$ cat config.mk
export PLATFORM = sky130hd
export DESIGN_NAME = qve_div
export DESIGN_NICKNAME = d
export VERILOG_FILES = /design/src/qve_pkg.sv /design/src/qve_div.sv
export SDC_FILE = /design/constraint.sdc
export NUM_CORES = 2
export LEC_CHECK = 0
export ABC_AREA = 1
export BUFFER_PORTS_ARGS = -buffer_cell sky130_fd_sc_hd__buf_4
export CAP_MARGIN = 30
export CORE_ASPECT_RATIO = 2
export CORE_MARGIN = 3
export CORE_UTILIZATION = 30
export DETAILED_ROUTE_END_ITERATION = 10
export SYNTH_ARGS = -nofsm -noshare
export SYNTH_HDL_FRONTEND = slang
export SYNTH_SLANG_ARGS = --single-unit
$ cat constraint.sdc
create_clock -name clk_i -period 4.2 [get_ports clk_i]
set_clock_uncertainty 0.1 [all_clocks]
set_input_delay 0.21 -clock clk_i [delete_from_list [all_inputs] [get_ports clk_i]]
set_output_delay 0.21 -clock clk_i [all_outputs]
set_load 0.01 [all_outputs]
$ cat src/qve_pkg.sv
// Shared types, constants and helpers for the rotated quad vertex expander.
// Used by every module of the block; depends on nothing.
package qve_pkg;

  localparam int unsigned CORDIC_STAGES_DEF = 14;
  localparam int unsigned CFG_DATA_W = 14;

  typedef enum logic [0:0] {
    CFG_SCREEN_W = 1'b0,
    CFG_SCREEN_H = 1'b1
  } cfg_reg_e;

  localparam logic [CFG_DATA_W-1:0] SCREEN_W_RST = 14'd1920;
  localparam logic [CFG_DATA_W-1:0] SCREEN_H_RST = 14'd1080;

  localparam logic [2:0] LAST_IDX = 3'd5;

  localparam logic signed [33:0] GAIN_Q30 = 34'sd652032874;
  localparam logic signed [17:0] ONE_Q14 = 18'sd16384;

  localparam logic [31:0] ATAN_TAB [16] = '{
    32'h20000000, 32'h12E4051E, 32'h09FB385B, 32'h051111D4,
    32'h028B0D43, 32'h0145D7E1, 32'h00A2F61E, 32'h00517C55,
    32'h0028BE53, 32'h00145F2F, 32'h000A2F98, 32'h000517CC,
    32'h00028BE6, 32'h000145F3, 32'h0000A2FA, 32'h0000517D
  };

  typedef enum logic [1:0] {
    CORNER_TL = 2'd0,
    CORNER_TR = 2'd1,
    CORNER_BR = 2'd2,
    CORNER_BL = 2'd3
  } corner_e;

  typedef enum logic [1:0] {
    SAT_NONE = 2'd0,
    SAT_LOW  = 2'd1,
    SAT_HIGH = 2'd2
  } sat_e;

  typedef struct packed {
    logic [15:0] tu;
    logic [15:0] tv;
    logic [31:0] color;
    logic [2:0]  idx;
    logic        last;
  } attr_t;

  typedef struct packed {
    logic signed [17:0] mid_x;
    logic signed [17:0] mid_y;
    logic signed [16:0] ox;
    logic signed [16:0] oy;
    attr_t              attr;
  } vtx_t;

  function automatic corner_e corner_of(input logic [2:0] idx);
    corner_e c;
    case (idx)
      3'd0: c = CORNER_TL;
      3'd1: c = CORNER_TR;
      3'd2: c = CORNER_BR;
      3'd3: c = CORNER_TL;
      3'd4: c = CORNER_BR;
      3'd5: c = CORNER_BL;
      default: c = CORNER_TL;
    endcase
    return c;
  endfunction

endpackage

$ cat src/qve_div.sv
// Pipelined restoring divider, one quotient bit per stage, for x and y at once.
// Turns offset numerators into saturated Q4.12 device coordinates. Uses qve_pkg.
module qve_div (
  input  logic               clk_i,
  input  logic               rst_ni,
  input  logic               adv_i,
  input  logic               vld_i,
  input  logic [29:0]        tx_i,
  input  logic [29:0]        ty_i,
  input  qve_pkg::sat_e      sx_i,
  input  qve_pkg::sat_e      sy_i,
  input  logic [13:0]        dx_i,
  input  logic [13:0]        dy_i,
  input  qve_pkg::attr_t     attr_i,
  output logic               vld_o,
  output logic signed [15:0] ndc_x_o,
  output logic signed [15:0] ndc_y_o,
  output qve_pkg::attr_t     attr_o
);

  localparam int unsigned QW = 16;

  logic               v_q  [QW+1];
  logic [29:0]        rx_q [QW+1];
  logic [29:0]        ry_q [QW+1];
  logic [QW-1:0]      qx_q [QW+1];
  logic [QW-1:0]      qy_q [QW+1];
  qve_pkg::sat_e      sx_q [QW+1];
  qve_pkg::sat_e      sy_q [QW+1];
  qve_pkg::attr_t     a_q  [QW+1];

  always_ff @(posedge clk_i or negedge rst_ni) begin
    if (!rst_ni) begin
      v_q[0] <= 1'b0;
    end else if (adv_i) begin
      v_q[0] <= vld_i;
    end
  end

  always_ff @(posedge clk_i) begin
    if (adv_i) begin
      rx_q[0] <= tx_i;
      ry_q[0] <= ty_i;
      qx_q[0] <= '0;
      qy_q[0] <= '0;
      sx_q[0] <= sx_i;
      sy_q[0] <= sy_i;
      a_q[0]  <= attr_i;
    end
  end

  for (genvar s = 0; s < QW; s++) begin : g_stage
    logic [29:0] cx, cy;
    logic        gx, gy;
    assign cx = 30'(dx_i) << (QW - 1 - s);
    assign cy = 30'(dy_i) << (QW - 1 - s);
    assign gx = rx_q[s] >= cx;
    assign gy = ry_q[s] >= cy;

    always_ff @(posedge clk_i or negedge rst_ni) begin
      if (!rst_ni) begin
        v_q[s+1] <= 1'b0;
      end else if (adv_i) begin
        v_q[s+1] <= v_q[s];
      end
    end

    always_ff @(posedge clk_i) begin
      if (adv_i) begin
        rx_q[s+1] <= gx ? rx_q[s] - cx : rx_q[s];
        ry_q[s+1] <= gy ? ry_q[s] - cy : ry_q[s];
        qx_q[s+1] <= {qx_q[s][QW-2:0], gx};
        qy_q[s+1] <= {qy_q[s][QW-2:0], gy};
        sx_q[s+1] <= sx_q[s];
        sy_q[s+1] <= sy_q[s];
        a_q[s+1]  <= a_q[s];
      end
    end
  end

  always_comb begin
    case (sx_q[QW])
      qve_pkg::SAT_LOW:  ndc_x_o = 16'sh8000;
      qve_pkg::SAT_HIGH: ndc_x_o = 16'sh7FFF;
      default:           ndc_x_o = $signed({~qx_q[QW][15], qx_q[QW][14:0]});
    endcase
    case (sy_q[QW])
      qve_pkg::SAT_LOW:  ndc_y_o = 16'sh8000;
      qve_pkg::SAT_HIGH: ndc_y_o = 16'sh7FFF;
      default:           ndc_y_o = $signed({~qy_q[QW][15], qy_q[QW][14:0]});
    endcase
  end

  assign vld_o  = v_q[QW];
  assign attr_o = a_q[QW];

endmodule

* After elaboration in Yosys (flattened, before gate mapping) *
Memories as Yosys holds them, arrays and structs flattened.
Cells that the tools add are included.

word-level totals
  output and inout bits = 101
  ROM bits = 0
  input bits = 164
  bits in latches = 0
  bits in writable memories = 2788
  logic and storage cells = 130
  memories = 7
  register bits after elaboration = 17

memory list
  name         words  bits a word  rd ports  clocked after memory_dff  write ports  line           source
  a_q          17     68           17        0                         17           qve_div.sv:30  qve_pkg::attr_t a_q [QW+1];
  rx_q         17     30           16        0                         17           qve_div.sv:24  logic [29:0] rx_q [QW+1];
  ry_q         17     30           16        0                         17           qve_div.sv:25  logic [29:0] ry_q [QW+1];
  qx_q         17     16           17        0                         17           qve_div.sv:26  logic [QW-1:0] qx_q [QW+1];
  qy_q         17     16           17        0                         17           qve_div.sv:27  logic [QW-1:0] qy_q [QW+1];
  sx_q         17     2            17        0                         17           qve_div.sv:28  qve_pkg::sat_e sx_q [QW+1];
  +1 memories  -      -            -         -                         -            -

cells by class
  $lt $le $gt $ge = 32
  reductions and logical operators = 0
  multiply operators = 0
  div/mod/pow operators = 0
  muxes and demuxes = 36
  eq/ne operators = 4
  add/sub/neg operators = 32
  bitwise gates (word level) = 2
  shift-type cells = 0

operators by type and width
  kind              number
  $mux 30           32
  $pmux 16 s2       2
  $ge 30x14->1      2
  $ge 30x15->1      2
  $ge 30x16->1      2
  $ge 30x17->1      2
  $ge 30x18->1      2
  $ge 30x19->1      2
  $ge 30x20->1      2
  $ge 30x21->1      2
  $ge 30x22->1      2
  $ge 30x23->1      2
  $ge 30x24->1      2
  $ge 30x25->1      2
  $ge 30x26->1      2
  $ge 30x27->1      2
  $ge 30x28->1      2
  $ge 30x29->1      2
  $sub 30x14->30    2
  $sub 30x15->30    2
  $sub 30x16->30    2
  $sub 30x17->30    2
  $sub 30x18->30    2
  $sub 30x19->30    2
  14 further kinds  28

* Logic depth before layout (Yosys ltp) *
An unclocked memory read counts as a cell.

  depth after elaboration = 3
  mapped depth = 15
  depth with buffers taken out = 14

* Worst setup path before layout *
No wires, ideal clock.

  path kind = input -> register
  start point = input port dy_i[1]
  end point = memory ry_q[3][18], in the netlist ry_q[0][108] (data pin)
  slack = 1.637 ns
  required time = 3.848 ns
  buffers on the path = 1
  arrival = 2.211 ns
  setup time = 0.252 ns
  cell stages on the path = 13
  cell sequence = inv_1 -> ha_1 -> nand2_1 -> inv_1 -> nand3_1 -> nand3_1 -> nand2_1 -> nand2_1 -> nand2_2 -> nand3_4 -> buf_6 -> nand2_1 -> nand2_1

RTL lines
  element             line           source
  start: declaration  qve_div.sv:13  input logic [13:0] dy_i,
  end: declaration    qve_div.sv:25

==> flow_summary.json <==
{
  "slew_violations": 0,
  "cts_tree": "built",
  "die_h_um": 902,
  "critPathArrivalTime_ps": 2950,
  "initial_utilization": 0.302,
  "yosysTopAreaCellShare": 0.612,
  "synth_top_cell_by_area": "edfxtp_1",
  "grt_max_degree": 174,
  "wl_per_cell_um": 17.9,
  "cts_resized": 0,
  "ant_nets": 0,
  "avgViaCountPerCell": 4.50,
  "hold_slack_ps": 161,
  "syn-num-nets": 12800,
  "timing.setup.tns_ps": 0,
  "cts_sinks": 2473,
  "max_cap_violations": 0,
  "finalSetupViolCount": 0,
  "cp_cell_sequence": "ha_1 -> buf_4 -> inv_1 -> nand2_1 -> buf_4 -> nand2_1 -> buf_4",
  "yosysMostFrequentCell": "nand2_1",
  "yosysSeqAreaShare": 0.615,
  "grt_overflow": 0,
  "cp-start-kind": "flip-flop",
  "grt_antenna_before_repair": 6,
  "path_delay_family": "buffers and inverters",
  "drtIter0Drc": 4041,
  "cpMaxStageDelayCell": "edfxtp_1",
  "status": "finished, final reports clean",
  "rsz0062_at_grt": "no",
  "dpl.hpwl_um": 256000,
  "cts_htree_levels": 4,
  "min_period_over_period": 0.777,
  "gp_congestion": 0.940,
  "finalWorstSetupSlack_ps": 938,
  "slowest_delay_ps": 390,
  "drt-pass1-iter-count": 6,
  "synth_async_sr_flop_share": 0.00687,
  "clock_path_buffers": 4,
  "drive_gt1_frac": 0.0808,
  "synth_commonest_cells": "nand2_1 (4,264), edfxtp_1 (2,456), inv_1 (1,613)",
  "timing.critical_path.mode_cell": "buf_4",
  "synth_cell_types": 51,
  "synth_area_leaders": "edfxtp_1 (61%), nand2_1 (13%), inv_1 (5.0%), ha_1 (4.7%), nor2_1 (3.3%)",
  "io_buffer_count": 264,
  "criticalPathCategory": "flip-flop to output pin",
  "cellPowerDensity_mw_per_mm2": 570,
  "ios": 265,
  "leakagePower_nw": 59.2,
  "hold_path.class": "input port to flip-flop",
  "grt.total_usage": 0.160,
  "fmax_mhz": 307,
  "clock_latency_ps": 990,
  "hold_viol": 0,
  "via_count": 83100,
  "cts_buffers": 235,
  "maxSlewHeadroom": 0.392,
  "drc_errors": 0,
  "syn_area_sq_mm": 0.121,
  "synth_edf_count": 2456,
  "end_kind": "output pin",
  "area_delta_synth_final_pct": 16.6,
  "grt_pass1_vias": 87000,
  "cp.buffers_inverters": 4,
  "period_minus_slack_ps": 3260,
  "clk_pin_slew_ps": 70,
  "vdd_drop_max_v": 0.000410,
  "tightest_slew_ps": 912,
  "clockRootBuffer": "clkbuf_16",
  "nNetsFinal": 13600,
  "dieArea_sq_mm": 0.410,
  "wl_um": 331000,
  "required_ps": 3890,
  "dp_slack_ps": 641,
  "yosysWarnings": 0,
  "grt_pass1_wl_um": 496000,
  "syn_inst": 12200,
  "rows": 328,
  "synth.ff_latch_count": 2473,
  "critPathMaxFanout": 16,
  "synth_area_per_cell_sq_um": 9.90,
  "final_core_utilization": 0.352,
  "core_area_sq_mm": 0.399,
  "synth_top_flop_cell": "edfxtp_1",
  "die_x_um": 454
}
[stage by stage]
stage	cell area [sq um]	cells	total power, mW
floorplan	121000	12200	49.9
global placement	130000	17800	57.8
detailed placement	130000	17800	58.0
CTS	141000	18500	81.1
global route	141000	18500	85.2
finish	141000	18500	80.1
[kinds of logic after synthesis]
family / after synthesis / synth area share
xor gates and xnor gates: 256 / 0.0186
and+or+nand+nor: 6566 / 0.224
buffers and inverters: 1753 / 0.0587
adders and majority gates: 482 / 0.0519
AOI/OAI and AO/OA: 649 / 0.0310
DFF: 2473 / 0.615
muxes: 1 / 0.0000934
[report_power, final]
| part | leakage, nW | internal, mW | switching (mW) |
|---|---|---|---|
| logic | 31.3 | 7.92 | 16.1 |
| clock network | 3.90 | 12.6 | 9.87 |
| registers | 24.0 | 31.6 | 2.00 |
| total | 59.2 | 52.1 | 28.0 |
[flip-flops by register name, indices dropped and copies added (netlist names)]
signal / cells
vld_o: 1
sy_q: 34
v_q: 16
rx_q: 480
ry_q: 480
sx_q: 34
a_q: 1156
qx_q: 136
qy_q: 136
[final timing paths]
kind                                          end  cells past startpoint                    from  slack [ps]
max in group asynchronous     v_q[12]$_DFFE_PN0P_                      3                  rst_ni        3190
max reg2reg                rx_q[0][312]$_DFFE_PP_                     13  rx_q[0][276]$_DFFE_PP_        1010
min in group asynchronous      v_q[4]$_DFFE_PN0P_                      3                  rst_ni         360
max                                   ndc_y_o[13]                      7   sy_q[0][33]$_DFFE_PP_         940
min reg2reg                 a_q[16][55]$_DFFE_PP_                      0   a_q[15][55]$_DFFE_PP_         210
min                        rx_q[0][400]$_DFFE_PP_                      5                 dx_i[7]         160
[cell usage in the layout, fill, tap and decap left out, types with 19 or more instances in the layout]
master,instances
a21oi_1,328
a21oi_2,69
and2_1,20
buf_12,38
buf_4,366
bufinv_16,33
clkbuf_1,23
clkbuf_16,238
clkinv_1,28
clkinv_2,43
dlygate4sd3_1,274
edfxtp_1,2456
fa_1,30
ha_1,452
inv_1,1612
inv_2,32
inv_6,23
nand2_1,4264
nand2_2,48
nand3_1,731
nand3b_1,107
nand4_1,139
nor2_1,1069
nor2_2,38
nor3_1,63
o21ai_0,155
o21ai_1,36
o21ai_2,29
or2_2,19
xnor2_1,92
xor2_1,164
[routing by layer]
metal / wire (um) / part of all wire / vias to the layer above / global-route usage
li1: - / - / 41700 / -
met1: 105000 / 0.32 / 38600 / 0.136
met2: 184000 / 0.56 / 1623 / 0.319
met3: 9570 / 0.029 / 1073 / 0.0193
met4: 32300 / 0.098 / 0 / 0.134
met5: 0 / 0 / - / 0
[area by class of cell]
cell class,count,area [sq um]
well taps,5280,6610
clock inverters,167,1930
fillers,40000,259000
flip-flops and latches,2473,74200
clock buffers,264,6080
multi-input cells,7954,39300
diodes,3,7.51
inverters,1647,6190
repair buffers,680,6290
[worst min-delay path: cells and delay by family]
kind,cells,cell delay (ps)
xor gates and xnor gates,1,100
AOI/OAI and AO/OA,1,130
adders and majority gates,1,430
buffers and inverters,2,260
[timing repair]
item	CTS	global route
hold buffers	274	0
endpoints found under the setup margin	0	0
endpoints found under the hold margin	366	0
setup buffers	0	0
No activity file was read; power rests on OpenSTA's default activity.
