## config.mk

```make
export PLATFORM = sky130hd
export DESIGN_NAME = qve_seq_flat
export DESIGN_NICKNAME = d
export VERILOG_FILES = /design/src/qve_pkg.sv /design/src/qve_if.sv /design/src/qve_seq.sv /design/src/flat_wrapper.sv
export SDC_FILE = /design/constraint.sdc
export NUM_CORES = 1
export LEC_CHECK = 0
export BUFFER_PORTS_ARGS = -buffer_cell sky130_fd_sc_hd__buf_2
export CAP_MARGIN = 20
export CORE_MARGIN = 2
export CORE_UTILIZATION = 25
export DETAILED_ROUTE_END_ITERATION = 8
export PLACE_DENSITY = 0.56
export SLEW_MARGIN = 20
export SYNTH_ARGS = -nofsm -noshare
export SYNTH_HDL_FRONTEND = slang
export SYNTH_SLANG_ARGS = --single-unit
```

## constraint.sdc

```tcl
create_clock -name clk_i -period 10.1 [get_ports clk_i]
set_input_delay 1.515 -clock clk_i [delete_from_list [all_inputs] [get_ports clk_i]]
set_output_delay 1.515 -clock clk_i [all_outputs]
set_load 0.02 [all_outputs]
```

## src/qve_pkg.sv

```systemverilog
// Shared types, constants and helpers for the rotated quad vertex expander.
// Used by every module of the block; depends on nothing.
package qve_pkg;

  localparam int unsigned CORDIC_STAGES_DEF = 14;
  localparam int unsigned CFG_DATA_W = 14;

  typedef enum logic [0:0] {
    CFG_SCREEN_W = 1'b0,
    CFG_SCREEN_H = 1'b1
  } cfg_reg_e;

  localparam logic [CFG_DATA_W-1:0] SCREEN_W_RST = 14'd1920;
  localparam logic [CFG_DATA_W-1:0] SCREEN_H_RST = 14'd1080;

  localparam logic [2:0] LAST_IDX = 3'd5;

  localparam logic signed [33:0] GAIN_Q30 = 34'sd652032874;
  localparam logic signed [17:0] ONE_Q14 = 18'sd16384;

  localparam logic [31:0] ATAN_TAB [16] = '{
    32'h20000000, 32'h12E4051E, 32'h09FB385B, 32'h051111D4,
    32'h028B0D43, 32'h0145D7E1, 32'h00A2F61E, 32'h00517C55,
    32'h0028BE53, 32'h00145F2F, 32'h000A2F98, 32'h000517CC,
    32'h00028BE6, 32'h000145F3, 32'h0000A2FA, 32'h0000517D
  };

  typedef enum logic [1:0] {
    CORNER_TL = 2'd0,
    CORNER_TR = 2'd1,
    CORNER_BR = 2'd2,
    CORNER_BL = 2'd3
  } corner_e;

  typedef enum logic [1:0] {
    SAT_NONE = 2'd0,
    SAT_LOW  = 2'd1,
    SAT_HIGH = 2'd2
  } sat_e;

  typedef struct packed {
    logic [15:0] tu;
    logic [15:0] tv;
    logic [31:0] color;
    logic [2:0]  idx;
    logic        last;
  } attr_t;

  typedef struct packed {
    logic signed [17:0] mid_x;
    logic signed [17:0] mid_y;
    logic signed [16:0] ox;
    logic signed [16:0] oy;
    attr_t              attr;
  } vtx_t;

  function automatic corner_e corner_of(input logic [2:0] idx);
    corner_e c;
    case (idx)
      3'd0: c = CORNER_TL;
      3'd1: c = CORNER_TR;
      3'd2: c = CORNER_BR;
      3'd3: c = CORNER_TL;
      3'd4: c = CORNER_BR;
      3'd5: c = CORNER_BL;
      default: c = CORNER_TL;
    endcase
    return c;
  endfunction

endpackage

```

## src/qve_if.sv

```systemverilog
// Valid/ready channel interfaces for quads in and vertices out.
// Depends on nothing; used by the top level and the quad sequencer.
interface qve_quad_if;
  logic               valid;
  logic               ready;
  logic signed [15:0] pos_x;
  logic signed [15:0] pos_y;
  logic [15:0]        rect_width;
  logic [15:0]        rect_height;
  logic [15:0]        angle;
  logic signed [15:0] u_min;
  logic signed [15:0] v_min;
  logic signed [15:0] u_max;
  logic signed [15:0] v_max;
  logic [31:0]        color_rgba;
  modport source(output valid, pos_x, pos_y, rect_width, rect_height, angle,
                 u_min, v_min, u_max, v_max, color_rgba, input ready);
  modport sink(input valid, pos_x, pos_y, rect_width, rect_height, angle,
               u_min, v_min, u_max, v_max, color_rgba, output ready);
endinterface


```

## src/qve_seq.sv

```systemverilog
// Quad sequencer: holds one quad and issues its six vertices, one per cycle
// while adv_i is high. Depends on qve_pkg and qve_quad_if.
module qve_seq (
  input  logic           clk_i,
  input  logic           rst_ni,
  input  logic           adv_i,
  qve_quad_if.sink       in_if,
  output logic           vld_o,
  output logic [15:0]    ang_o,
  output qve_pkg::vtx_t  vtx_o
);

  logic                busy_q;
  logic [2:0]          cnt_q;
  logic signed [15:0]  px_q, py_q, u0_q, v0_q, u1_q, v1_q;
  logic [15:0]         w_q, h_q, ang_q;
  logic [31:0]         col_q;
  logic                acc;
  qve_pkg::corner_e    corner;
  logic                right, bottom;
  logic signed [16:0]  hw, hh;

  assign in_if.ready = adv_i && (!busy_q || cnt_q == qve_pkg::LAST_IDX);
  assign acc = in_if.valid && in_if.ready;

  always_ff @(posedge clk_i or negedge rst_ni) begin
    if (!rst_ni) begin
      busy_q <= 1'b0;
      cnt_q  <= '0;
    end else if (adv_i) begin
      if (acc) begin
        busy_q <= 1'b1;
        cnt_q  <= '0;
      end else if (busy_q) begin
        if (cnt_q == qve_pkg::LAST_IDX) begin
          busy_q <= 1'b0;
        end else begin
          cnt_q <= cnt_q + 3'd1;
        end
      end
    end
  end

  always_ff @(posedge clk_i) begin
    if (acc) begin
      px_q  <= in_if.pos_x;
      py_q  <= in_if.pos_y;
      w_q   <= in_if.rect_width;
      h_q   <= in_if.rect_height;
      ang_q <= in_if.angle;
      u0_q  <= in_if.u_min;
      v0_q  <= in_if.v_min;
      u1_q  <= in_if.u_max;
      v1_q  <= in_if.v_max;
      col_q <= in_if.color_rgba;
    end
  end

  always_comb begin
    corner = qve_pkg::corner_of(cnt_q);
    right  = (corner == qve_pkg::CORNER_TR) || (corner == qve_pkg::CORNER_BR);
    bottom = (corner == qve_pkg::CORNER_BR) || (corner == qve_pkg::CORNER_BL);
    hw = $signed({1'b0, w_q});
    hh = $signed({1'b0, h_q});
    vtx_o.mid_x = $signed({px_q[15], px_q, 1'b0}) + $signed({2'b00, w_q});
    vtx_o.mid_y = $signed({py_q[15], py_q, 1'b0}) + $signed({2'b00, h_q});
    vtx_o.ox = right ? hw : -hw;
    vtx_o.oy = bottom ? hh : -hh;
    vtx_o.attr.tu    = right ? u1_q : u0_q;
    vtx_o.attr.tv    = bottom ? v1_q : v0_q;
    vtx_o.attr.color = col_q;
    vtx_o.attr.idx   = cnt_q;
    vtx_o.attr.last  = (cnt_q == qve_pkg::LAST_IDX);
  end

  assign vld_o = busy_q;
  assign ang_o = ang_q;

endmodule

```

## src/flat_wrapper.sv

```systemverilog
// flat-port wrapper written by rule: the top's interface ports become plain ports
module qve_seq_flat 
  (clk_i, rst_ni, adv_i, vld_o, ang_o, vtx_o, in_if_valid, in_if_pos_x, in_if_pos_y, in_if_rect_width, in_if_rect_height, in_if_angle, in_if_u_min, in_if_v_min, in_if_u_max, in_if_v_max, in_if_color_rgba, in_if_ready);
  qve_quad_if in_if_i ();
  input  logic clk_i;
  input  logic rst_ni;
  input  logic adv_i;
  output logic vld_o;
  output logic [15:0] ang_o;
  output qve_pkg::vtx_t vtx_o;
  input wire logic [$bits(in_if_i.valid)-1:0] in_if_valid;
  input wire logic [$bits(in_if_i.pos_x)-1:0] in_if_pos_x;
  input wire logic [$bits(in_if_i.pos_y)-1:0] in_if_pos_y;
  input wire logic [$bits(in_if_i.rect_width)-1:0] in_if_rect_width;
  input wire logic [$bits(in_if_i.rect_height)-1:0] in_if_rect_height;
  input wire logic [$bits(in_if_i.angle)-1:0] in_if_angle;
  input wire logic [$bits(in_if_i.u_min)-1:0] in_if_u_min;
  input wire logic [$bits(in_if_i.v_min)-1:0] in_if_v_min;
  input wire logic [$bits(in_if_i.u_max)-1:0] in_if_u_max;
  input wire logic [$bits(in_if_i.v_max)-1:0] in_if_v_max;
  input wire logic [$bits(in_if_i.color_rgba)-1:0] in_if_color_rgba;
  output wire logic [$bits(in_if_i.ready)-1:0] in_if_ready;
  assign in_if_i.valid = in_if_valid;
  assign in_if_i.pos_x = in_if_pos_x;
  assign in_if_i.pos_y = in_if_pos_y;
  assign in_if_i.rect_width = in_if_rect_width;
  assign in_if_i.rect_height = in_if_rect_height;
  assign in_if_i.angle = in_if_angle;
  assign in_if_i.u_min = in_if_u_min;
  assign in_if_i.v_min = in_if_v_min;
  assign in_if_i.u_max = in_if_u_max;
  assign in_if_i.v_max = in_if_v_max;
  assign in_if_i.color_rgba = in_if_color_rgba;
  assign in_if_ready = in_if_i.ready;
  qve_seq u_core (.clk_i(clk_i), .rst_ni(rst_ni), .adv_i(adv_i), .in_if(in_if_i), .vld_o(vld_o), .ang_o(ang_o), .vtx_o(vtx_o));
endmodule
```

### After elaboration in Yosys (flattened, before gate mapping)

Index checks and enable logic that the tools add are counted.
Widths: inputs -> output; s select.

| storage, ports and cells | value |
|---|---|
| flip-flop bits (word level) | 180 |
| input bits | 180 |
| output and inout port bits | 156 |
| word-level logic and storage cells | 45 |

| operators by class | value |
|---|---|
| $add $sub $neg | 5 |
| equality and inequality tests | 8 |
| multiplexer cells | 11 |
| reduce and logical (&&, ||, !) cells | 9 |

Operators by type and width:

| operator | count |
|---|---|
| $add 17x17->18 | 2 |
| $mux 17 | 2 |
| $neg 16->17 | 2 |
| $mux 16 | 2 |
| $mux 3 | 3 |
| $eq 3x3->1 const B | 2 |
| $pmux 2 s3 | 1 |
| $eq 2x2->1 const B | 2 |
| $add 3x1->3 const B | 1 |
| $eq 3x1->1 const B | 1 |
| $eq 3x2->1 const B | 1 |
| $logic_or 1x1->1 | 3 |
| $mux 1 | 3 |
| $reduce_and 3->1 | 1 |
| $eq 2x1->1 const B | 1 |
| $logic_and 1x1->1 | 2 |
| $ne 2x1->1 const B | 1 |
| $reduce_bool 2->1 | 1 |
| $reduce_or 2->1 | 1 |
| $logic_not 1->1 | 1 |

### Logic depth before layout (Yosys ltp)

Gate-level depths: netlist of the first run.

| logic depth | value |
|---|---|
| word-level depth | 6 |
| gate-level depth with buffers | 8 |
| depth with buffers taken out | 7 |

### Least setup slack after synthesis of the first run

Ideal clock, no wire load.

| path | value |
|---|---|
| path kind | input to register |
| start point | input port in_if_valid |
| end point | register u_core.ang_q[0], in the netlist u_core.ang_o[0], enable pin |
| setup time | 0.717 ns |
| arrival time | 8.917 ns |
| data required time | 9.383 ns |
| path slack | 0.466 ns |
| cell stages on the path | 2 |
| path through | nand2_1 > nor2_1 |

| between the ends | value |
|---|---|
| longest elaborated chain between the ends | 1 |

Ends and longest elaborated chain:

| what | line | RTL |
|---|---|---|
| from (decl) | flat_wrapper.sv:11 | `input wire logic [$bits(in_if_i.valid)-1:0] in_if_valid;` |
| $logic_and 1x1->1 | qve_seq.sv:24 | `assign acc = in_if.valid && in_if.ready;` |
| net u_core.acc | qve_seq.sv:18 | `logic acc;` |
| to (signal assigned) | qve_seq.sv:50 | `ang_q <= in_if.angle;` |
| to (decl) | qve_seq.sv:16 | `logic [15:0] w_q, h_q, ang_q;` |

The timed path passes the listed nets, and every way through them passes these cells.
A chain may end at the register's enable or synchronous reset.

==> reports/results.tsv, run 1 <==
metric	value	unit
netlist_area	8180	sq um
postSynth.asyncResetShare	0.0222	
route.antenna.remaining_nets	0	
start_util	0.253	
p_leak	0.00452	uW
grt-ovfl-total	0	
start_kind	flip-flop	
n_fill_cell	3328	
slew_violations	0	
regArea	5390	sq um
core_area	32400	sq um
finalHoldViolCount	0	
io_pins	336	
path_max_fanout	5	
synth_area_leaders	edfxtp_1 (65%), ha_1 (5.7%), xnor2_1 (4.0%), nand2_1 (3.6%), mux2_2 (2.2%)	
hold_buffers	0	
cts_sinks	180	
ys_warn_count	0	
finalSetupViolations	0	
clkLatencyLatePin	0.43	ns
post_drt_via_cell_ratio	4.27	
total_power	3380	uW
finalSetupTns	0	ns
gp_congestion	0.827	
drt-initial-drc-count	249	
path_clk_slew	0.07	ns
synth_ff_type	edfxtp_1	
grt_pass1_vias	5920	
layout.nets	1151	
cts_max_path_buffers	2	
fp-row-count	66	
hold_class	flip-flop to flip-flop	
fin_crit	4.76	ns
htreeDepth	4	
syn_inst	592	
numCtsBuffers	17	
synth-edff-count	176	
cp-end-kind	primary output	
tightestPinTransition	1.07	ns
synthesis.nets	811	
avgRoutedWirePerCell	16.0	um
ys_ff_latch	180	
grt_antenna_before_repair	6	
cts_tree	done	
period_share	0.471	
hpwl	17400	um
fp.dieH	185	um
status	finished, final reports clean	
die_w	185	um
multiInputGateArea	2660	sq um
grt_max_degree	82	
finClkSkew	0.0138	ns
avgSynthCellArea	13.8	sq um
area_growth	34.7	%
drive_gt1_frac	0.422	
drc	0	
vdd_drop_max	0.000173	V
synth_area_leader_cell	edfxtp_1	
grt_use_total	0.126	
vias	5950	
drt-total-wl	22300	um
grt_setup_unrepaired	no	
crit_required	8.59	ns
synth.distinct_cells	58	
grt_pass1_wl	32300	um
p_per_area	307	nW/um^2
post_cts_buffers	0	
ys_top_cells_by_count	edfxtp_1 (176), nand2_1 (79), ha_1 (37), xnor2_1 (37), a21oi_1 (32)	
dieArea	34200	sq um
io_buffers	335	
drv_cap	0	
cts-root-buf	clkbuf_16	
synth-seq-area-share	0.659	
netlist.area_leader.share	0.646	
drt-pass1-iter-count	5	
crit_type	flip-flop to primary output	
relSlewSlack	0.288	
crit_arrival	3.24	ns
clock.fmax	0.210	GHz
synth_most_common_cell	edfxtp_1	
cts_resized	0	
==> stage by stage <==
stage / hold WS (ns) / cells / util / instance area (sq um) / setup WS (ns)
5_1_grt: 0.533 / 1391 / 0.340 / 11000 / 5.10
3_3_place_gp: 0.480 / 1355 / 0.321 / 10400 / 5.76
4_1_cts: 0.501 / 1387 / 0.340 / 11000 / 5.21
6_report: 0.496 / 1392 / 0.340 / 11000 / 5.34
2_1_floorplan: 0.587 / 592 / - / 8180 / 0.466
3_5_place_dp: 0.484 / 1355 / 0.321 / 10400 / 5.72
==> area by class of cell <==
class | instances | area share
clock inverters | 15 | 0.0168
diodes | 5 | 0.00114
flip-flops and latches | 180 | 0.489
clock buffers | 17 | 0.0386
inverters | 20 | 0.00682
well taps | 442 | 0.0502
repair buffers | 340 | 0.156
multi-input cells | 373 | 0.242
==> kinds of logic after synthesis <==
logic type               Yosys count  synth area share
buffers and inverters             39            0.0197
AO/OA/AOI/OAI                    108            0.0897
XOR/XNOR                          52            0.0557
AND/OR/NAND/NOR                  156            0.0904
adder cells (fa/ha/maj)           39            0.0615
flip-flops                       180             0.659
multiplexers                      18            0.0245
==> cell usage in the layout (no fill, tap or decap), types with 6 or more instances in the layout <==
| master | synthesis | final |
|---|---|---|
| inv_1 | 20 | 20 |
| buf_2 | 0 | 335 |
| nor2_1 | 17 | 16 |
| clkbuf_16 | 0 | 17 |
| a21oi_1 | 32 | 32 |
| ha_1 | 37 | 37 |
| o21ai_0 | 18 | 18 |
| mux2_2 | 16 | 16 |
| a21o_1 | 10 | 10 |
| xor2_1 | 15 | 14 |
| nand3_1 | 10 | 10 |
| edfxtp_1 | 176 | 176 |
| nor3_1 | 10 | 10 |
| xnor2_1 | 37 | 36 |
| nand2_1 | 79 | 79 |
| nand2b_1 | 7 | 7 |
| nand4_1 | 6 | 6 |
==> where the power goes <==
group	leakage [uW]	internal (uW)	switching (uW)
Sequential	0.00165	942	48.1
Combinational	0.00257	581	1120
Clock	0.000299	358	324
==> flip-flops by register name, indices dropped and copies added (netlist names) <==
signal,count
u_core.ang_o,16
u_core.cnt_q,3
u_core.col_q,32
u_core.h_q,16
u_core.px_q,16
u_core.py_q,16
u_core.u0_q,16
u_core.u1_q,16
u_core.v0_q,16
u_core.v1_q,16
u_core.vld_o,1
u_core.w_q,16
==> metal layers <==
metal	track usage	share of wire	vias up
met4	0.0581	0.026	2
met5	0	0.00058	-
li1	-	-	2911
met3	0.0381	0.062	29
met1	0.140	0.39	2805
met2	0.222	0.52	203
==> final timing paths <==
kind                            cells past startpoint               to  slack [ns]            start
worst max-delay path                                8       vtx_o[117]        5.34    u_core.h_q[1]
worst min-delay path                                2     u_core.vld_o        0.50     u_core.vld_o
worst max register to register                      6    u_core.h_q[0]        7.21  u_core.cnt_q[1]
worst min register to register                      2     u_core.vld_o        0.50     u_core.vld_o
max in group asynchronous                           1  u_core.cnt_q[2]        9.09           rst_ni
min in group asynchronous                           1  u_core.cnt_q[0]        0.88           rst_ni
==> worst max-delay path, stage by stage (launching register included) <==
cell and delay [ns]:
edfxtp_1 0.43, ha_1 0.26, fa_1 0.42, a21o_1 0.21, a221oi_1 0.54, o41ai_1 0.25
or3_1 0.42, nand4_1 0.11, buf_2 0.17
(Power assumes the default switching activity.)
==> run 2: changes to the inputs <==
PLACE_DENSITY = 0.58   (was 0.56)
clock period = 4.2 ns   (was 10.1 ns; I/O delays follow)
==> reports/results.tsv, run 2 (synthesis results as in run 1) <==
metric	value	unit	change
io_pins	336		unchanged
cts-root-buf	clkbuf_16		unchanged
clock.fmax	0.260	GHz	
period_share	0.914		
path_max_fanout	4		was 5
drive_gt1_frac	0.424		was 0.422
cts_sinks	180		unchanged
htreeDepth	4		unchanged
regMostFlops	u_core.col_q		unchanged
post_cts_buffers	0		unchanged
finClkSkew	0.00910	ns	was 0.0138 ns
grt_setup_unrepaired	no		unchanged
numCtsBuffers	17		unchanged
drv_cap	0		unchanged
cts_tree	done		unchanged
final_area	11100	sq um	was 11000 sq um
finalSetupViolations	0		unchanged
clkLatencyLatePin	0.43	ns	about the same
n_fill_cell	3312		was 3328
largest_register_ffs	32		unchanged
fin_crit	3.84	ns	
path_cells	ha_1, fa_1, a21o_1, a221oi_1, o21ai_0, o311ai_0, buf_2		was ha_1, fa_1, a21o_1, a221oi_1, o41ai_1, or3_1, nand4_1, buf_2
grt_use_total	0.131		was 0.126
crit_path_top_delay_cell	a221oi_1		unchanged
tightestPinTransition	0.815	ns	was 1.07 ns
crit_type	flip-flop to primary output		unchanged
fp.dieH	185	um	unchanged
drc	0		unchanged
final_cell_mix	buf_2 (335), edfxtp_1 (176), nand2_1 (79)		unchanged
grt_pass1_vias	6142		was 5920
layout.nets	1156		was 1151
regArea	5390	sq um	unchanged
slew_violations	0		unchanged
cts_max_path_buffers	2		unchanged
route.antenna.remaining_nets	0		unchanged
vdd_drop_max	0.000377	V	was 0.000173 V
drt-initial-drc-count	318		was 249
max_stage_delay	0.56	ns	was 0.54 ns
grt_pass1_wl	33500	um	was 32300 um
p_per_area	737	nW/um^2	was 307 nW/um^2
cts_resized	0		unchanged
io_buffers	335		unchanged
utilization	0.342		was 0.340
drt-pass1-iter-count	5		unchanged
grt_antenna_before_repair	7		was 6
hpwl	17800	um	was 17400 um
vias	6038		was 5950
post_drt_via_cell_ratio	4.32		was 4.27
finalHoldViolCount	0		unchanged
path_clk_slew	0.08	ns	was 0.07 ns
crit_arrival	3.21	ns	was 3.24 ns
p_leak	0.00454	uW	was 0.00452 uW
place_area	10400	sq um	about the same
final_common_cell	buf_2		unchanged
die_w	185	um	unchanged
dieArea	34200	sq um	unchanged
relSlewSlack	0.456		was 0.288
grt-ovfl-total	0		unchanged
gp_congestion	0.838		was 0.827
fp-row-count	66		unchanged
crit_required	3.57	ns	was 8.59 ns
grt_max_degree	67		was 82
drt-total-wl	22700	um	was 22300 um
status	finished, final reports clean		unchanged
finalSetupTns	0	ns	unchanged
start_kind	flip-flop		unchanged
core_area	32400	sq um	unchanged
avgRoutedWirePerCell	16.2	um	was 16.0 um
cp-end-kind	primary output		unchanged
hold_buffers	1		was 0
area_growth	35.3	%	was 34.7%
start_util	0.253		unchanged
hold_class	primary input to flip-flop		was flip-flop to flip-flop
multiInputGateArea	2660	sq um	about the same
-- run 2: cell count changes in the layout (fill, tap and decap cells not counted), moves of 2 or more --
cell	before	now
buf_4	5	7
inv_8	4	2
clkinv_8	3	0
clkinvlp_4	0	2
buf_12	0	2
-- run 2: critical path, delay by kind of cell (launching register included) --
family                   cells  cell delay [ns]
adder cells (fa/ha/maj)      2             0.68
AO/OA/AOI/OAI                4             1.43
buffers and inverters        1             0.24
flip-flops                   1             0.43
-- run 2: worst paths after layout --
check,from,to,slack [ns],cells past startpoint
max in group asynchronous,rst_ni,u_core.cnt_q[2],3.53,2
max,u_core.h_q[1],vtx_o[113],0.36,7
min,in_if_color_rgba[29],u_core.col_q[29],0.37,1
max reg2reg,u_core.cnt_q[1],u_core.h_q[12],1.77,6
min in group asynchronous,rst_ni,u_core.cnt_q[0],0.54,2
min reg2reg,u_core.vld_o,u_core.vld_o,0.50,2
-- run 2: stage by stage --
step,setup WS [ns],power (uW),hold slack (ns),instances
final,0.359,8160,0.369,1398
after global routing,0.124,8640,0.335,1397
after CTS,0.285,8290,0.339,1392
after detailed placement,0.782,6600,0.445,1359
after global placement,0.733,6600,0.445,1359
after floorplan,0.0786,5120,0.334,592
-- run 2: cell type report --
type | count | area share
diodes | 6 | 0.00136
clock buffers | 17 | 0.0385
clock inverters | 15 | 0.0152
inverters | 20 | 0.00679
multi-input cells | 373 | 0.241
flip-flops and latches | 180 | 0.487
well taps | 442 | 0.0500
repair buffers | 345 | 0.161
-- run 2: per-layer routing --
| metal | part of all wire | up-vias | GRT usage |
|---|---|---|---|
| met1 | 0.41 | 2894 | 0.159 |
| met5 | 0 | - | 0 |
| met3 | 0.050 | 29 | 0.0311 |
| met4 | 0.027 | 0 | 0.0584 |
| met2 | 0.51 | 205 | 0.221 |
| li1 | - | 2910 | - |
-- run 2: power by group --
| part | internal (uW) | switching (uW) | total, uW |
|---|---|---|---|
| sequential | 2260 | 120 | 2380 |
| clock | 896 | 754 | 1650 |
| combinational | 1440 | 2690 | 4120 |
| total | 4590 | 3560 | 8160 |
==> run 3: changes to the inputs <==
CORE_MARGIN = 4   (was 2)
==> reports/results.tsv, run 3 (synthesis results as in run 1) <==
metric	value	unit	change
start_kind	flip-flop		unchanged
fin_ws	0.394	ns	was 0.359 ns
largest_register_ffs	32		unchanged
cts_sinks	180		unchanged
status	finished, final reports clean		unchanged
period_share	0.906		was 0.914
regMostFlops	u_core.col_q		unchanged
p_per_area	737	nW/um^2	about the same
numCtsBuffers	17		unchanged
avgRoutedWirePerCell	16.4	um	was 16.2 um
fin_crit	3.81	ns	was 3.84 ns
slew_violations	0		unchanged
drt-total-wl	22800	um	was 22700 um
finalSetupViolations	0		unchanged
cp-end-kind	primary output		unchanged
hpwl	18000	um	was 17800 um
vdd_drop_max	0.000376	V	was 0.000377 V
post_drt_via_cell_ratio	4.31		was 4.32
grt_setup_unrepaired	no		unchanged
grt_max_degree	80		was 67
crit_type	flip-flop to primary output		unchanged
place_ws	0.774	ns	was 0.782 ns
layout.nets	1155		was 1156
cts_max_path_buffers	2		unchanged
instances_no_fill	1385		was 1398
grt_pass1_wl	34600	um	was 33500 um
p_leak	0.00453	uW	was 0.00454 uW
die_w	189	um	was 185 um
final_common_cell	buf_2		unchanged
cts_tree	done		unchanged
fp.dieH	189	um	was 185 um
area_growth	34.8	%	was 35.3%
htreeDepth	4		unchanged
core_area	31900	sq um	was 32400 sq um
cts-root-buf	clkbuf_16		unchanged
grt_use_total	0.125		was 0.131
grt_pass1_vias	6249		was 6142
crit_required	3.57	ns	about the same
finClkSkew	0.0120	ns	was 0.00910 ns
cts_resized	0		unchanged
grt-ovfl-total	0		unchanged
gp_congestion	0.808		was 0.838
finalSetupTns	0	ns	unchanged
fp-row-count	65		was 66
relSlewSlack	0.328		was 0.456
drc	0		unchanged
clock.fmax	0.263	GHz	was 0.260 GHz
io_pins	336		unchanged
final_cell_mix	buf_2 (335), edfxtp_1 (176), nand2_1 (79)		unchanged
dieArea	35700	sq um	was 34200 sq um
drt-initial-drc-count	301		was 318
clkLatencyLatePin	0.42	ns	was 0.43 ns
hold_class	primary input to flip-flop		unchanged
n_fill_cell	3250		was 3312
path_clk_slew	0.07	ns	was 0.08 ns
route.antenna.remaining_nets	0		unchanged
drv_cap	0		unchanged
dp.cells	1350		was 1359
drt-pass1-iter-count	4		was 5
io_buffers	335		unchanged
drive_gt1_frac	0.423		was 0.424
timing.hold.ws	0.375	ns	was 0.369 ns
start_util	0.257		was 0.253
tightestPinTransition	1.01	ns	was 0.815 ns
finalHoldViolCount	0		unchanged
path_max_fanout	5		was 4
crit_arrival	3.18	ns	was 3.21 ns
vias	5964		was 6038
grt_antenna_before_repair	3		was 7
==> run 3: critical path, cell delays in order, from the launching register on <==
cell	delay, ns
edfxtp_1	0.41
ha_1	0.28
fa_1	0.42
a21o_1	0.22
a221oi_1	0.54
o41ai_1	0.24
or3_1	0.40
nand4_1	0.08
buf_2	0.17
==> run 3: routing by layer <==
layer  routed length [um]  track usage  up-vias  part of all wire
li1                     -            -     2907                 -
met1                 9000        0.141     2830              0.40
met4                  454       0.0415        4             0.020
met5                   21            0        -           0.00092
met2                12000        0.227      195              0.53
met3                 1320       0.0376       28             0.058
==> run 3: final timing paths <==
kind | end | startpoint | slack, ns | cells after the start
worst min-delay path | u_core.u0_q[10] | in_if_u_min[10] | 0.38 | 1
worst max-delay path | vtx_o[117] | u_core.h_q[1] | 0.39 | 8
worst max register to register | u_core.u1_q[12] | u_core.cnt_q[1] | 1.60 | 6
worst min register to register | u_core.vld_o | u_core.vld_o | 0.51 | 2
max in group asynchronous | u_core.cnt_q[2] | rst_ni | 3.50 | 2
min in group asynchronous | u_core.vld_o | rst_ni | 0.55 | 2
==> run 3: timing repair <==
action / 4_1_cts / 5_1_grt
setup buffers: 0 / 0
hold buffers: 1 / 0
endpoints found under the hold margin: 4 / 0
==> run 3: final cells by class <==
cell class,count,area [sq um],share of cell area
flip-flops and latches,180,5390,0.489
repair buffers,344,1760,0.160
clock buffers,18,429,0.0389
inverters,20,75.1,0.00681
well taps,435,544,0.0494
diodes,1,2.50,0.000227
clock inverters,14,165,0.0150
multi-input cells,373,2660,0.242
==> run 3: report_power, final <==
part	total [uW]	switching [uW]	internal (uW)	leakage, uW
clock network	1600	701	897	0.000286
logic	4150	2720	1430	0.00259
registers	2380	116	2270	0.00165
total	8130	3540	4590	0.00453
==> run 3: through the flow <==
step	instance area, sq um	total power [uW]	utilization
after floorplan	8190	5120	-
after global placement	10400	6600	0.326
after detailed placement	10400	6620	0.326
after CTS	11000	8260	0.345
after global routing	11000	8640	0.346
final	11000	8130	0.346
